===== src/rtl/core/rfb_pkg.sv =====
// ----------------------------------------------------------------------------
// rfb_pkg: shared types and constants of the radio frame builder.
// Holds the payload structs of both channels, the command that passes from
// the front end to the back end, the register map and the CRC-32 byte step.
// ----------------------------------------------------------------------------
package rfb_pkg;

	localparam int MAX_PAYLOAD = 10;

	localparam logic [31:0] CRC_POLY = 32'h04C11DB7;
	localparam logic [31:0] CRC_INIT = 32'hFFFFFFFF;
	localparam logic [31:0] ERR_MAX  = 32'hFFFFFFFF;

	localparam logic [1:0] REQ_PAYLOAD = 2'd0;
	localparam logic [1:0] REQ_REPORT  = 2'd1;
	localparam logic [1:0] REQ_RESTART = 2'd2;

	localparam logic [1:0] RK_FRAME   = 2'd0;
	localparam logic [1:0] RK_LEN_ERR = 2'd1;
	localparam logic [1:0] RK_DONE    = 2'd2;

	localparam int CFG_IDX_W = 3;
	localparam int CFG_DATA_W = 16;
	localparam logic [CFG_IDX_W-1:0] CFG_DEST_ADDRESS  = 3'd0;
	localparam logic [CFG_IDX_W-1:0] CFG_RADIO_CHANNEL = 3'd1;
	localparam logic [CFG_IDX_W-1:0] CFG_PROTO_VERSION = 3'd2;
	localparam logic [CFG_IDX_W-1:0] CFG_DEVICE_KIND   = 3'd3;
	localparam logic [CFG_IDX_W-1:0] CFG_HEADER_FLAGS  = 3'd4;
	localparam logic [CFG_IDX_W-1:0] CFG_SEQ_START     = 3'd5;

	localparam logic [15:0] RST_DEST_ADDRESS  = 16'd2;
	localparam logic [7:0]  RST_RADIO_CHANNEL = 8'h17;
	localparam logic [3:0]  RST_PROTO_VERSION = 4'h1;
	localparam logic [3:0]  RST_DEVICE_KIND   = 4'h1;
	localparam logic [3:0]  RST_HEADER_FLAGS  = 4'h0;
	localparam logic [15:0] RST_SEQ_START     = 16'd0;

	localparam logic [4:0] STEP_DEST_HI = 5'd0;
	localparam logic [4:0] STEP_DEST_LO = 5'd1;
	localparam logic [4:0] STEP_CHAN    = 5'd2;
	localparam logic [4:0] STEP_HDR0    = 5'd3;
	localparam logic [4:0] STEP_HDR1    = 5'd4;
	localparam logic [4:0] STEP_SEQ_LO  = 5'd5;
	localparam logic [4:0] STEP_SEQ_HI  = 5'd6;
	localparam logic [4:0] STEP_TS0     = 5'd7;
	localparam logic [4:0] STEP_TS1     = 5'd8;
	localparam logic [4:0] STEP_TS2     = 5'd9;
	localparam logic [4:0] STEP_TS3     = 5'd10;
	localparam logic [4:0] STEP_LEN     = 5'd11;
	localparam logic [4:0] STEP_PAYLOAD = 5'd12;
	localparam logic [4:0] STEP_CRC0    = 5'd13;
	localparam logic [4:0] STEP_CRC1    = 5'd14;
	localparam logic [4:0] STEP_CRC2    = 5'd15;
	localparam logic [4:0] STEP_CRC3    = 5'd16;

	typedef enum logic [1:0] {
		CMD_LONE = 2'd0,
		CMD_OPEN = 2'd1,
		CMD_BYTE = 2'd2
	} cmd_op_t;

	typedef struct packed {
		logic [1:0]  req_type;
		logic [7:0]  payload_byte;
		logic [7:0]  payload_len;
		logic [3:0]  msg_kind;
		logic [31:0] time_stamp;
		logic        link_ok;
	} item_t;

	typedef struct packed {
		logic [7:0]  frame_byte;
		logic        frame_last;
		logic [1:0]  result_kind;
		logic [15:0] seq_now;
		logic [31:0] link_error_count;
	} result_t;

	typedef struct packed {
		logic [15:0] dest_address;
		logic [7:0]  radio_channel;
		logic [3:0]  proto_version;
		logic [3:0]  device_kind;
		logic [3:0]  header_flags;
	} cfg_t;

	typedef struct packed {
		cmd_op_t     op;
		logic [1:0]  lone_kind;
		logic        last;
		logic [7:0]  payload_byte;
		logic [7:0]  payload_len;
		logic [3:0]  msg_kind;
		logic [31:0] time_stamp;
		logic [15:0] seq;
		logic [31:0] errs;
	} cmd_t;

	function automatic logic [31:0] crc32_byte(input logic [31:0] crc, input logic [7:0] data);
		logic [31:0] c;
		c = crc ^ {data, 24'h0};
		for (int i = 0; i < 8; i++) begin
			if (c[31]) begin
				c = {c[30:0], 1'b0} ^ CRC_POLY;
			end else begin
				c = {c[30:0], 1'b0};
			end
		end
		return c;
	endfunction

endpackage


===== src/rtl/core/rfb_cmd_queue.sv =====
// ----------------------------------------------------------------------------
// rfb_cmd_queue: two-entry command queue.
// Decouples the front end, which takes one item per beat while the queue has
// room, from the back end, which emits up to seventeen beats for one command.
// ----------------------------------------------------------------------------
module rfb_cmd_queue
	import rfb_pkg::*;
(
	input  logic clk,
	input  logic arst_n,
	input  logic wr_en,
	input  cmd_t wr_cmd,
	output logic q_full,
	input  logic rd_en,
	output logic q_valid,
	output cmd_t head
);

	cmd_t       mem_q [2];
	logic       wr_ptr_q;
	logic       rd_ptr_q;
	logic [1:0] cnt_q;

	assign q_full  = (cnt_q == 2'd2);
	assign q_valid = (cnt_q != 2'd0);
	assign head    = mem_q[rd_ptr_q];

	always_ff @(posedge clk) begin
		if (wr_en) begin
			mem_q[wr_ptr_q] <= wr_cmd;
		end
	end

	always_ff @(posedge clk or negedge arst_n) begin
		if (!arst_n) begin
			wr_ptr_q <= 1'b0;
			rd_ptr_q <= 1'b0;
			cnt_q    <= 2'd0;
		end else begin
			if (wr_en) begin
				wr_ptr_q <= ~wr_ptr_q;
			end
			if (rd_en) begin
				rd_ptr_q <= ~rd_ptr_q;
			end
			if (wr_en && !rd_en) begin
				cnt_q <= cnt_q + 2'd1;
			end else if (rd_en && !wr_en) begin
				cnt_q <= cnt_q - 2'd1;
			end
		end
	end

endmodule


===== src/rtl/core/rfb_front.sv =====
// ----------------------------------------------------------------------------
// rfb_front: front end of the frame builder.
// Holds the config registers, sequence number, error count and frame position,
// classifies each accepted item and queues a command unless its code is unused.
// ----------------------------------------------------------------------------
module rfb_front
	import rfb_pkg::*;
#(
	parameter int MaxPayload = MAX_PAYLOAD
) (
	input  logic                  clk,
	input  logic                  arst_n,
	input  logic                  push,
	input  item_t                 item,
	output logic                  full,
	input  logic                  cfg_valid,
	output logic                  cfg_ready,
	input  logic [CFG_IDX_W-1:0]  cfg_index,
	input  logic [CFG_DATA_W-1:0] cfg_data,
	output cfg_t                  cfg,
	input  logic                  q_full,
	output logic                  cmd_push,
	output cmd_t                  cmd
);

	localparam int LenW = $clog2(MaxPayload + 1);

	cfg_t            cfg_q;
	logic [15:0]     seq_start_q;
	logic [15:0]     seq_q;
	logic [31:0]     err_q;
	logic            in_frame_q;
	logic [LenW-1:0] left_q;

	logic [15:0]     seq_nxt;
	logic [31:0]     err_nxt;
	logic            in_frame_nxt;
	logic [LenW-1:0] left_nxt;
	logic            accept;

	assign accept    = push && !q_full;
	assign full      = q_full;
	assign cfg_ready = 1'b1;
	assign cfg       = cfg_q;

	always_comb begin
		seq_nxt          = seq_q;
		err_nxt          = err_q;
		in_frame_nxt     = in_frame_q;
		left_nxt         = left_q;
		cmd_push         = 1'b0;
		cmd.op           = CMD_LONE;
		cmd.lone_kind    = RK_DONE;
		cmd.last         = 1'b0;
		cmd.payload_byte = item.payload_byte;
		cmd.payload_len  = item.payload_len;
		cmd.msg_kind     = item.msg_kind;
		cmd.time_stamp   = item.time_stamp;
		if (accept) begin
			case (item.req_type)
				REQ_REPORT: begin
					cmd_push = 1'b1;
					if (item.link_ok) begin
						seq_nxt = seq_q + 16'd1;
					end else if (err_q != ERR_MAX) begin
						err_nxt = err_q + 32'd1;
					end
				end
				REQ_RESTART: begin
					cmd_push = 1'b1;
					seq_nxt  = seq_start_q;
				end
				REQ_PAYLOAD: begin
					cmd_push = 1'b1;
					if (in_frame_q) begin
						cmd.op       = CMD_BYTE;
						left_nxt     = left_q - LenW'(1);
						cmd.last     = (left_nxt == '0);
						in_frame_nxt = !cmd.last;
					end else if (item.payload_len == 8'd0 ||
						item.payload_len > 8'(MaxPayload)) begin
						cmd.lone_kind = RK_LEN_ERR;
					end else begin
						cmd.op       = CMD_OPEN;
						left_nxt     = item.payload_len[LenW-1:0] - LenW'(1);
						cmd.last     = (left_nxt == '0);
						in_frame_nxt = !cmd.last;
					end
				end
				default: begin
				end
			endcase
		end
		cmd.seq  = seq_nxt;
		cmd.errs = err_nxt;
	end

	always_ff @(posedge clk or negedge arst_n) begin
		if (!arst_n) begin
			cfg_q.dest_address  <= RST_DEST_ADDRESS;
			cfg_q.radio_channel <= RST_RADIO_CHANNEL;
			cfg_q.proto_version <= RST_PROTO_VERSION;
			cfg_q.device_kind   <= RST_DEVICE_KIND;
			cfg_q.header_flags  <= RST_HEADER_FLAGS;
			seq_start_q         <= RST_SEQ_START;
			seq_q               <= '0;
			err_q               <= '0;
			in_frame_q          <= 1'b0;
			left_q              <= '0;
		end else begin
			seq_q      <= seq_nxt;
			err_q      <= err_nxt;
			in_frame_q <= in_frame_nxt;
			left_q     <= left_nxt;
			if (cfg_valid) begin
				case (cfg_index)
					CFG_DEST_ADDRESS:  cfg_q.dest_address  <= cfg_data;
					CFG_RADIO_CHANNEL: cfg_q.radio_channel <= cfg_data[7:0];
					CFG_PROTO_VERSION: cfg_q.proto_version <= cfg_data[3:0];
					CFG_DEVICE_KIND:   cfg_q.device_kind   <= cfg_data[3:0];
					CFG_HEADER_FLAGS:  cfg_q.header_flags  <= cfg_data[3:0];
					CFG_SEQ_START:     seq_start_q         <= cfg_data;
					default: begin
					end
				endcase
			end
		end
	end

endmodule


===== src/rtl/core/rfb_back.sv =====
// ----------------------------------------------------------------------------
// rfb_back: back end of the frame builder.
// Walks each command through its byte steps, one beat per cycle while output
// is free, keeps the frame's running CRC-32 and registers the result beat.
// ----------------------------------------------------------------------------
module rfb_back
	import rfb_pkg::*;
(
	input  logic    clk,
	input  logic    arst_n,
	input  cfg_t    cfg,
	input  logic    q_valid,
	input  cmd_t    head,
	output logic    q_pop,
	input  logic    pop,
	output logic    empty,
	output result_t result
);

	cmd_t        cur_q;
	logic        cur_valid_q;
	logic [4:0]  step_q;
	logic [31:0] crc_q;
	result_t     out_q;
	logic        out_valid_q;

	logic        out_free;
	logic        emit;
	logic        final_step;
	logic        crc_upd;
	logic [31:0] crc_in;
	logic [31:0] crc_fin;
	logic [7:0]  byte_sel;
	result_t     res;

	assign out_free = !out_valid_q || pop;
	assign emit     = cur_valid_q && out_free;
	assign q_pop    = q_valid && (!cur_valid_q || (emit && final_step));
	assign crc_in   = (step_q == STEP_HDR0) ? CRC_INIT : crc_q;
	assign crc_fin  = ~crc_q;
	assign empty    = !out_valid_q;
	assign result   = out_q;

	always_comb begin
		unique case (cur_q.op)
			CMD_OPEN, CMD_BYTE: begin
				final_step = (step_q == STEP_PAYLOAD && !cur_q.last) ||
					(step_q == STEP_CRC3);
				crc_upd = (step_q >= STEP_HDR0) && (step_q <= STEP_PAYLOAD);
			end
			default: begin
				final_step = 1'b1;
				crc_upd    = 1'b0;
			end
		endcase
	end

	always_comb begin
		case (step_q)
			STEP_DEST_HI: byte_sel = cfg.dest_address[15:8];
			STEP_DEST_LO: byte_sel = cfg.dest_address[7:0];
			STEP_CHAN:    byte_sel = cfg.radio_channel;
			STEP_HDR0:    byte_sel = {cur_q.msg_kind, cfg.proto_version};
			STEP_HDR1:    byte_sel = {cfg.header_flags, cfg.device_kind};
			STEP_SEQ_LO:  byte_sel = cur_q.seq[7:0];
			STEP_SEQ_HI:  byte_sel = cur_q.seq[15:8];
			STEP_TS0:     byte_sel = cur_q.time_stamp[7:0];
			STEP_TS1:     byte_sel = cur_q.time_stamp[15:8];
			STEP_TS2:     byte_sel = cur_q.time_stamp[23:16];
			STEP_TS3:     byte_sel = cur_q.time_stamp[31:24];
			STEP_LEN:     byte_sel = cur_q.payload_len;
			STEP_PAYLOAD: byte_sel = cur_q.payload_byte;
			STEP_CRC0:    byte_sel = crc_fin[7:0];
			STEP_CRC1:    byte_sel = crc_fin[15:8];
			STEP_CRC2:    byte_sel = crc_fin[23:16];
			STEP_CRC3:    byte_sel = crc_fin[31:24];
			default:      byte_sel = 8'd0;
		endcase
	end

	always_comb begin
		res.seq_now          = cur_q.seq;
		res.link_error_count = cur_q.errs;
		if (cur_q.op == CMD_OPEN || cur_q.op == CMD_BYTE) begin
			res.frame_byte  = byte_sel;
			res.frame_last  = (step_q == STEP_CRC3);
			res.result_kind = RK_FRAME;
		end else begin
			res.frame_byte  = 8'd0;
			res.frame_last  = 1'b1;
			res.result_kind = cur_q.lone_kind;
		end
	end

	always_ff @(posedge clk) begin
		if (q_pop) begin
			cur_q <= head;
		end
		if (emit) begin
			out_q <= res;
		end
	end

	always_ff @(posedge clk or negedge arst_n) begin
		if (!arst_n) begin
			cur_valid_q <= 1'b0;
			step_q      <= STEP_DEST_HI;
			crc_q       <= CRC_INIT;
			out_valid_q <= 1'b0;
		end else begin
			priority if (q_pop) begin
				cur_valid_q <= 1'b1;
				step_q      <= (head.op == CMD_BYTE) ? STEP_PAYLOAD : STEP_DEST_HI;
			end else if (emit && final_step) begin
				cur_valid_q <= 1'b0;
			end else if (emit) begin
				step_q <= step_q + 5'd1;
			end else begin
			end
			if (emit && crc_upd) begin
				crc_q <= crc32_byte(crc_in, byte_sel);
			end
			priority if (emit) begin
				out_valid_q <= 1'b1;
			end else if (pop) begin
				out_valid_q <= 1'b0;
			end else begin
			end
		end
	end

endmodule


===== src/rtl/core/radio_frame_builder_crc32.sv =====
// ----------------------------------------------------------------------------
// radio_frame_builder_crc32: byte-serial builder of outgoing radio frames.
// Payload items open and fill frames that close with a little-endian CRC-32;
// link reports and restarts update the sequence number and error count.
// ----------------------------------------------------------------------------
// The block emits one result beat per cycle unless an unpopped result waits.
// A payload item that opens a frame yields thirteen beats, or seventeen when
// it is also the last byte, a later payload item yields one beat, or five
// when it closes the frame, a link report, a restart or a payload item with
// a bad length yields one beat, and an item with the unused request code
// yields none. The byte sequencer of the back end, which feeds the output
// register, sets this rate. Items enter the two-entry command queue one per
// cycle while it has room, also while results wait.
module radio_frame_builder_crc32
	import rfb_pkg::*;
#(
	parameter int MaxPayload = MAX_PAYLOAD
) (
	input  logic                  clk,
	input  logic                  arst_n,
	input  logic                  push,
	output logic                  full,
	input  item_t                 item,
	output logic                  empty,
	input  logic                  pop,
	output result_t               result,
	input  logic                  cfg_valid,
	output logic                  cfg_ready,
	input  logic [CFG_IDX_W-1:0]  cfg_index,
	input  logic [CFG_DATA_W-1:0] cfg_data
);

	cfg_t cfg;
	logic q_full;
	logic q_valid;
	logic q_pop;
	logic cmd_push;
	cmd_t cmd;
	cmd_t head;

	rfb_front #(
		.MaxPayload(MaxPayload)
	) u_front (
		.clk      (clk),
		.arst_n   (arst_n),
		.push     (push),
		.item     (item),
		.full     (full),
		.cfg_valid(cfg_valid),
		.cfg_ready(cfg_ready),
		.cfg_index(cfg_index),
		.cfg_data (cfg_data),
		.cfg      (cfg),
		.q_full   (q_full),
		.cmd_push (cmd_push),
		.cmd      (cmd)
	);

	rfb_cmd_queue u_queue (
		.clk    (clk),
		.arst_n (arst_n),
		.wr_en  (cmd_push),
		.wr_cmd (cmd),
		.q_full (q_full),
		.rd_en  (q_pop),
		.q_valid(q_valid),
		.head   (head)
	);

	rfb_back u_back (
		.clk    (clk),
		.arst_n (arst_n),
		.cfg    (cfg),
		.q_valid(q_valid),
		.head   (head),
		.q_pop  (q_pop),
		.pop    (pop),
		.empty  (empty),
		.result (result)
	);

endmodule


===== config.mk =====
export PLATFORM = sky130hd
export DESIGN_NAME = radio_frame_builder_crc32
export DESIGN_NICKNAME = d
export VERILOG_FILES = /design/src/rtl/core/rfb_pkg.sv /design/src/rtl/core/rfb_cmd_queue.sv /design/src/rtl/core/rfb_front.sv /design/src/rtl/core/rfb_back.sv /design/src/rtl/core/radio_frame_builder_crc32.sv
export SDC_FILE = /design/constraint.sdc
export NUM_CORES = 1
export LEC_CHECK = 0
export ABC_CLOCK_PERIOD_IN_PS = 12100
export BUFFER_PORTS_ARGS = -buffer_cell sky130_fd_sc_hd__buf_2
export CAP_MARGIN = 20
export CORE_MARGIN = 4
export CORE_UTILIZATION = 55
export CTS_CLUSTER_SIZE = 16
export DETAILED_ROUTE_END_ITERATION = 8
export GPL_ROUTABILITY_DRIVEN = 1
export GPL_TIMING_DRIVEN = 0
export PLACE_DENSITY = 0.7
export SYNTH_ARGS = -nofsm -noshare
export SYNTH_HDL_FRONTEND = slang
export SYNTH_SLANG_ARGS = --single-unit

===== constraint.sdc =====
create_clock -name clk -period 12.1 [get_ports clk]
set_input_delay 3.63 -clock clk [delete_from_list [all_inputs] [get_ports clk]]
set_output_delay 3.63 -clock clk [all_outputs]
set_load 0.1 [all_outputs]

# Word level (Yosys, flattened, before mapping)
# Memories as Yosys holds them, arrays and structs flattened.
# Index checks and enable logic that the tools add are counted.
[totals]
input_bits = 79
elab_cells = 180
n_memories = 1
ff_bits = 312
ramBits = 210
output_inout_bits = 62
[memory_table]
columns = ["name", "depth", "width", "read_ports", "rd_clocked_by_memory_dff", "wr", "line_no", "source"]
rows = [
  ["u_queue.mem_q", 2, 105, 1, 0, 1, "rfb_cmd_queue.sv:19", "cmd_t mem_q [2];"],
]
[op_classes]
n_bitwise = 12
n_addsub = 7
mux = 52
n_eq_ne = 30
n_reduce_logical = 44
n_lt_le_gt_ge = 3
[op_table]
columns = ["operator", "count"]
rows = [
  ["two-way mux 32 bit", 12],
  ["two-way mux 27 bit", 8],
  ["one-hot mux 8 bit (17 select lines)", 1],
  ["NOT 14 bit", 8],
  ["equality test 5 x 4 -> 1 bit, second input constant", 8],
  ["adder 32 x 1 -> 32 bit, second input constant", 1],
  ["two-way mux 16 bit", 2],
  ["!= test 32 bit, second input constant", 1],
  ["NOT 32 bit", 1],
  ["one-hot mux 16 bit (2 select lines)", 1],
  ["XOR 32 bit", 1],
  ["two-way mux 5 bit", 5],
  ["equality test 5 x 3 -> 1 bit, second input constant", 4],
  ["adder 16 x 1 -> 16 bit, second input constant", 1],
  ["AND reduction 2 bit", 8],
  ["two-way mux 1 bit", 15],
  ["two-way mux 4 bit", 3],
  ["equality test 5 x 2 -> 1 bit, second input constant", 2],
  ["two-way mux 2 bit", 5],
  ["nonzero test 2 bit", 5],
  ["logical AND 1 bit", 9],
  ["equality test 2 bit, second input constant", 4],
  ["> comparator 8 x 4 -> 1 bit, second input constant", 1],
  ["zero test 1 bit", 8],
  ["other kinds (24)", 34],
]

# Longest topological paths before layout
# Gate-level depths: netlist (run 1).
[depth]
depth_word = 26
depth_mapped = 15
ltp_nobuf = 13

# Cells and area by module
# A second synthesis (run 1) with hierarchy kept.
[hier_totals]
cells_unflattened = 1448
area_unflattened_um2 = 22426.5
[modules_own_cells]
columns = ["mod", "seq_area_each_um2", "n_inst", "area_per_inst_um2", "cells_each"]
rows = [
  ["rfb_back", 5940.7, 1, 8981.1, 608],
  ["rfb_cmd_queue", 6406.1, 1, 7925.1, 343],
  ["rfb_front", 2636.3, 1, 5520.3, 497],
]

# Worst setup path after synthesis (run 1)
# OpenSTA, ideal clock, no wires.
[synth_path]
path_kind = "input to register"
startpoint = "input port item[53] in the netlist's numbering"
endpoint = "memory u_queue.mem_q[0][0] in the netlist's numbering, enable pin"
required_ns = 11.402
cell_stages = 2
t_arrival_ns = 10.944
setup_ns = 0.698
path_slack_ns = 0.458
n_path_buf = 0
path_cell_list = "ha_1 -> nor3_1"
[synth_between]
elab_chain_len = 6
word_cells_on_any_way = 8
cone_classes = "eq/ne (2); mux (4); reduce/logical (2)"
[synth_lines]
columns = ["item", "line_no", "source"]
rows = [
  ["start, declared", "radio_frame_builder_crc32.sv:23", "input item_t item,"],
  ["equality test 2 bit (tied with other cells)", "rfb_front.sv:60", "case (item.req_type)"],
  ["OR reduction 3 bit (no line) (*)", "--", ""],
  ["two-way mux 1 bit (*)", "rfb_front.sv:60", ""],
  ["two-way mux 1 bit (*)", "rfb_front.sv:59", "if (accept) begin"],
  ["two-way mux 1 bit (*)", "rfb_cmd_queue.sv:29", "if (wr_en) begin"],
  ["two-way mux 1 bit (implied by the code) (*)", "rfb_cmd_queue.sv:30", "mem_q[wr_ptr_q] <= wr_cmd;"],
  ["end, declared", "rfb_cmd_queue.sv:19", ""],
]
# Every way passes the cells marked *; elsewhere a longest branch is shown, timed or not.

==> results of run 1 <==
[layout by cell type (no fill, tap or decap), types with 8 or more instances in the layout]
cell       count
edfxtp_1     374
mux2_2       169
buf_2        146
dfrtp_1      109
nor2_1       104
xnor2_1       66
clkbuf_16     53
nand2_1       52
a21oi_1       49
clkbuf_1      45
dfstp_2       39
inv_1         36
nand3_1       32
xor2_1        32
mux2i_1       25
o21ai_0       23
ha_1          18
nand2b_1      17
nor3_1        17
and3_1        17
nor2b_1       17
buf_6         15
clkbuf_8      12
nand4_1       11
and4_1        10
clkinv_2      10
and2_1         8
[worst paths after layout]
kind,to,slack [ns]
min in group asynchronous,u_front.err_q[27]$_DFF_PN0_,3.05
min reg2reg,u_back.result[30]$_DFFE_PP_,0.42
min,u_back.result[30]$_DFFE_PP_,0.42
max,u_queue.mem_q[1][29]$_DFFE_PP_,5.02
max in group asynchronous,u_front.cfg[13]$_DFFE_PN1P_,8.12
max reg2reg,u_back.crc_q[8]$_DFFE_PN1P_,7.49
[final cells by class]
class | instances | area [sq um] | area share
timing repair buffer | 153 | 908 | 0.0365
inverter | 37 | 144 | 0.00578
clock buffer | 72 | 1520 | 0.0609
buffer | 55 | 250 | 0.0100
tap | 518 | 648 | 0.0260
clock inverter | 23 | 214 | 0.00859
sequential | 522 | 15000 | 0.601
antenna | 2 | 5.00 | 0.000201
multi-input combinational | 794 | 6240 | 0.251
[kinds of logic (layout without fill, tap and decap cells)]
family / count (synthesis) / in the layout
other cells: 1 / 3
compound gates: 147 / 147
simple gates: 319 / 319
fa+ha+maj: 18 / 18
flops: 522 / 522
mux: 195 / 195
xor+xnor: 114 / 114
buf+inv: 92 / 340
[worst reg2reg max path, delay by kind of cell (launching register included)]
| kind | cells | cell delay (ns) |
|---|---|---|
| AO/OA/AOI/OAI | 2 | 0.42 |
| XOR/XNOR | 2 | 0.85 |
| adder cells (fa/ha/maj) | 1 | 0.17 |
| buffers and inverters | 5 | 1.08 |
| flip-flops | 1 | 0.42 |
| multiplexers | 2 | 1.01 |
| AND/OR/NAND/NOR | 2 | 0.58 |
[layer usage]
layer	vias to the layer above	part of all wire
met4	4	0.031
met5	-	0.00044
met3	95	0.072
met2	407	0.45
li1	5623	-
met1	6317	0.44
[metrics by stage]
| stage | cells | setup WS [ns] | hold WS [ns] |
|---|---|---|---|
| floorplan | 1408 | 0.458 | 0.400 |
| global placement | 2064 | -4.10 | 0.405 |
| detailed placement | 2079 | 4.58 | 0.405 |
| CTS | 2174 | 5.16 | 0.421 |
| global route | 2176 | 4.92 | 0.423 |
| finish | 2176 | 5.02 | 0.418 |
[synthesized netlist by cell type, drive strengths merged (11+ instances only)]
cell type  instances
edfxtp           374
mux2             169
dfrtp            109
nor2             104
xnor2             73
nand2             52
a21oi             49
dfstp             39
clkbuf            38
inv               37
xor2              36
nand3             32
mux2i             26
o21ai             26
nor3              20
ha                18
and3              17
buf               17
nand2b            17
nor2b             17
nand4             11
[registers in the layout (all words and copies together), names as in the netlist, 2 cells and up]
signal / flops
u_front.seq_q: 16
u_front.left_q: 4
u_front.seq_start_q: 16
u_back.result: 59
u_back.crc_q: 32
u_back.step_q: 5
u_queue.mem_q: 210
u_back.cur_q: 105
u_front.cfg: 36
u_queue.cnt_q: 2
u_front.err_q: 32
==> flow_metrics.tcl, run 1 <==
set metrics [dict create \
    synth_edf_count 374 \
    globalRouteMet3Util 0.0507 \
    synthArstFlopShare 0.284 \
    viasPerCell 5.72 \
    start_util 0.557 \
    ys_warn_count 0 \
    period_minus_slack_ns 7.08 \
    finalHoldViolations 0 \
    dr.pass1.iters 6 \
    hold_buffers 0 \
    rsz0062_at_grt "no" \
    grt_antenna_before_repair 4 \
    critPathTopFamily "buffers and inverters" \
    nets 1711 \
    synth_top_family_by_area "multiplexers" \
    cp_cell_sequence "buf_2, inv_1, ha_1, clkbuf_1, inv_1, or3_1, a31oi_1, and4_1, clkbuf_1, and4_1, clkbuf_1, nand2_1, nor2_1, xor2_1" \
    core-area_sq_um 38700 \
    place_area_sq_um 23200 \
    syn_inst 1408 \
    synth.largest_area_cell "edfxtp_1" \
    cp_num_buf_inv 6 \
    wire_per_inst_um 23.0 \
    dieHeight_um 206 \
    crit_arrival_ns 7.49 \
    grt_usage 0.238 \
    totalWireLength_mm 50.0 \
    netlist_area_sq_um 21600 \
    worst_path_max_delay_cell "or3_1" \
    clk-insertion-delay-late_ns 0.59 \
    drv_cap 0 \
    critPathCaptureType "register" \
    ant_nets 0 \
    ys_seq_area_frac 0.694 \
    crit_cells 14 \
    io_buffers 138 \
    crit_top_cell "clkbuf_1" \
    period_share 0.585 \
    ctsResizeCount 0 \
    drc 0 \
    outcome "completed" \
    use_met1 0.352 \
    grt-busiest-layer "met2" \
    initialDrtViolationCount 1094 \
    worstHoldStart "u_back.cur_q[30]$_DFFE_PP_" \
    final.setup.tns_ns 0 \
    ys_top_cells_by_area "edfxtp_1, dfrtp_1, mux2_2" \
    globalRouteOverflowTotal 0 \
    rr_startpoint "u_back.step_q[3]$_DFFE_PN0P_" \
    synthToLayoutAreaGrowth_pct 15.4 \
    synthesis.nets 1505 \
    row_count 72 \
    cts_setup_buffers 0 \
    clk_path_buf_depth 3 \
    finalSetupViolCount 0 \
    cts-root-buf "clkbuf_16" \
    layout-drive-gt1-share 0.292 \
    clock_skew_ns 0.0271 \
    max_stage_delay_ns 0.51 \
    synthXorXnorAreaFrac 0.0544 \
    clkTransAtPathRegs_ns 0.06 \
    reg2reg_depth 14 \
    grt_pass1_vias 12503 \
    cts_max_level 2 \
    cp.required_ns 12.51 \
    die_w_um 206 \
    cts_tree "yes" \
    clkSinkCount 522 \
    numCtsBuffers 51 \
    dpl.hpwl_mm 34.9 \
    syn_area_per_cell_sq_um 15.3 \
    fmax_mhz 141 \
    synth_compound_area_frac 0.0466 \
    worst_pin_slew_ns 1.16 \
    grt_start_max_net_pins 79 \
    dieArea_sq_um 42500 \
    crit_path_max_fanout 10 \
    slew_headroom 0.217 \
    grt_pass1_wl_mm 75.6 \
    fillers 2873 \
    cp-startpoint "item[54]" \
    gp_congestion 0.953 \
    startpoint_type "input port" \
    drv_slew 0 \
    synthMuxAreaShare 0.100 \
    fin_util 0.643 \
    top_level_ports 141 \
    yosysTopAreaCellShare 0.520 \
    stdcell_area_sq_um 24900 \
    hp-class "reg2reg" \
    num_vias 12446 \
    critical_path_class "in2reg" \
    met2_usage 0.356 \
    synthAdderAreaFrac 0.0104 \
    ys_types 76 \
    min_path_cells 0 \
    synth_seq_cells 522 \
    ys.flop_type "edfxtp_1" \
    synth-simple-area-share 0.0762 \
]
Power of run 1 is not shown: default switching activity piles up to over one toggle a cycle in this logic, so the estimate is an artifact.
==> inputs of run 2 (changes only) <==
- ABC_CLOCK_PERIOD_IN_PS: 12100 -> 7000
- clock period: 12.1 -> 7 ns (I/O delays scaled with it)
==> flow_metrics.tcl, run 2 (synthesized netlist as in run 1, its figures left out) <==
set metrics [dict create \
    outcome "completed" \
    hp-class "reg2reg" \
    cts_setup_buffers 0 \
    row_count 72 \
    dieHeight_um 206 \
    reg2reg_depth 14 \
    multi_input_area_sq_um 6250 \
    synthToLayoutAreaGrowth_pct 15.8 \
    core-area_sq_um 38700 \
    rsz0062_at_grt "no" \
    critPathCaptureType "register" \
    finalSetupViolCount 0 \
    initialDrtViolationCount 991 \
    critical_path_class "in2reg" \
    cts_tree "yes" \
    dr.pass1.iters 6 \
    slew_headroom 0.215 \
    drv_slew 0 \
    gp_congestion 0.909 \
    start_util 0.557 \
    dpl.hpwl_mm 34.8 \
    clkSinkCount 522 \
    cp_cell_sequence "buf_2, inv_1, ha_1, clkbuf_1, inv_1, or3_1, a31oi_1, and4_1, clkbuf_1, and4_1, clkbuf_1, nand2_1, nor2_1, xor2_1" \
    regArea_sq_um 15000 \
    layout-drive-gt1-share 0.290 \
    dieArea_sq_um 42500 \
    drc 0 \
    cts_max_level 2 \
    top_register "u_queue.mem_q" \
    crit_top_cell "clkbuf_1" \
    finalHoldViolations 0 \
    final_cell_mix "edfxtp_1, mux2_2, buf_2" \
    startpoint_type "input port" \
    r2r_setup_slack_ns 2.34 \
    min_to "u_back.result[19]$_DFFE_PP_" \
    num_vias 12254 \
    layout_setup_ws_ns 1.57 \
    grt_pass1_wl_mm 74.9 \
    largest_reg_flops 210 \
    period_share 0.775 \
    clk-insertion-delay-late_ns 0.59 \
    grt_usage 0.235 \
    cp.required_ns 7.40 \
    dp_slack_ns 1.09 \
    max_stage_delay_ns 0.49 \
    hold_buffers 0 \
    viasPerCell 5.63 \
    grt_pass1_vias 12463 \
    cts-root-buf "clkbuf_16" \
    reg2reg_to "u_back.crc_q[8]$_DFFE_PN1P_" \
    ctsResizeCount 0 \
    globalRouteOverflowTotal 0 \
    fillers 2906 \
    worst_path_max_delay_cell "or3_1" \
    io_buffers 138 \
    nets 1709 \
    crit_path_max_fanout 10 \
    timing.hold.ws_ns 0.418 \
    die_w_um 206 \
    min_path_cells 0 \
    layout_commonest_cell "edfxtp_1" \
    drv_cap 0 \
    rr_startpoint "u_back.step_q[3]$_DFFE_PN0P_" \
    totalWireLength_mm 49.4 \
    worstHoldStart "u_back.cur_q[19]$_DFFE_PP_" \
    crit_arrival_ns 5.83 \
    ant_nets 0 \
    worst_pin_slew_ns 1.16 \
    grt_antenna_before_repair 7 \
    grt_start_max_net_pins 91 \
    clock_skew_ns 0.0227 \
    clkTransAtPathRegs_ns 0.06 \
    top_level_ports 141 \
    numCtsBuffers 53 \
    wire_per_inst_um 22.7 \
    period_minus_slack_ns 5.43 \
    fmax_mhz 184 \
    clk_path_buf_depth 3 \
]
[run 2: cell types whose count changed in the layout (fill, tap and decap cells not counted), sizes merged]
cell	change
bufinv	+1
buf	-4
clkbuf	+11
inv	-2
clkinv	-6
[run 2: metrics by stage]
stage | instance area [sq um] | TNS [ns] | cells | utilization
after detailed placement | 23200 | 0 | 2075 | 0.599
after global placement | 22900 | -299.31 | 2064 | 0.592
after global routing | 25000 | 0 | 2176 | 0.646
after floorplan | 21600 | 0 | 1408 | -
final | 25000 | 0 | 2176 | 0.646
after CTS | 25000 | 0 | 2174 | 0.646
[run 2: layout make-up]
type                            instances  share of cell area
Sequential cell                       522               0.599
Multi-Input combinational cell        794               0.250
Clock buffer                           83              0.0644
Timing Repair Buffer                  149              0.0371
Tap cell                              518              0.0259
Buffer                                 55              0.0100
Clock inverter                         16             0.00775
Inverter                               37             0.00575
Antenna cell                            2            0.000200
[run 2: layer usage]
layer	vias to the layer above	GRT usage	wire length, um
met5	-	0	42
met4	8	0.0798	1390
met3	98	0.0623	3800
met2	388	0.347	22200
met1	6139	0.344	22000
li1	5621	-	-
[run 2: worst max path at each step]
stage,slack (ns),depth (start not counted),from,endpoint
6_report,1.57,14,item[54],u_queue.mem_q[0][27]$_DFFE_PP_
5_1_grt,1.25,14,item[54],u_queue.mem_q[0][29]$_DFFE_PP_
4_1_cts,1.68,14,item[54],u_queue.mem_q[0][27]$_DFFE_PP_
3_5_place_dp,1.09,14,item[54],u_queue.mem_q[0][27]$_DFFE_PP_
3_3_place_gp,-2.60,3,item[53],u_queue.mem_q[0][71]$_DFFE_PP_
2_1_floorplan,0.09,2,item[53],u_queue.mem_q[0][0]$_DFFE_PP_
[run 2: worst max-delay path: cells and delay by family]
family                   cells  cell delay, ns
buffers and inverters        6            1.51
AND/OR/NAND/NOR              5            1.36
AO/OA/AOI/OAI                1            0.46
XOR/XNOR                     1            0.24
adder cells (fa/ha/maj)      1            0.14
Power of run 2 is left out for the same reason.
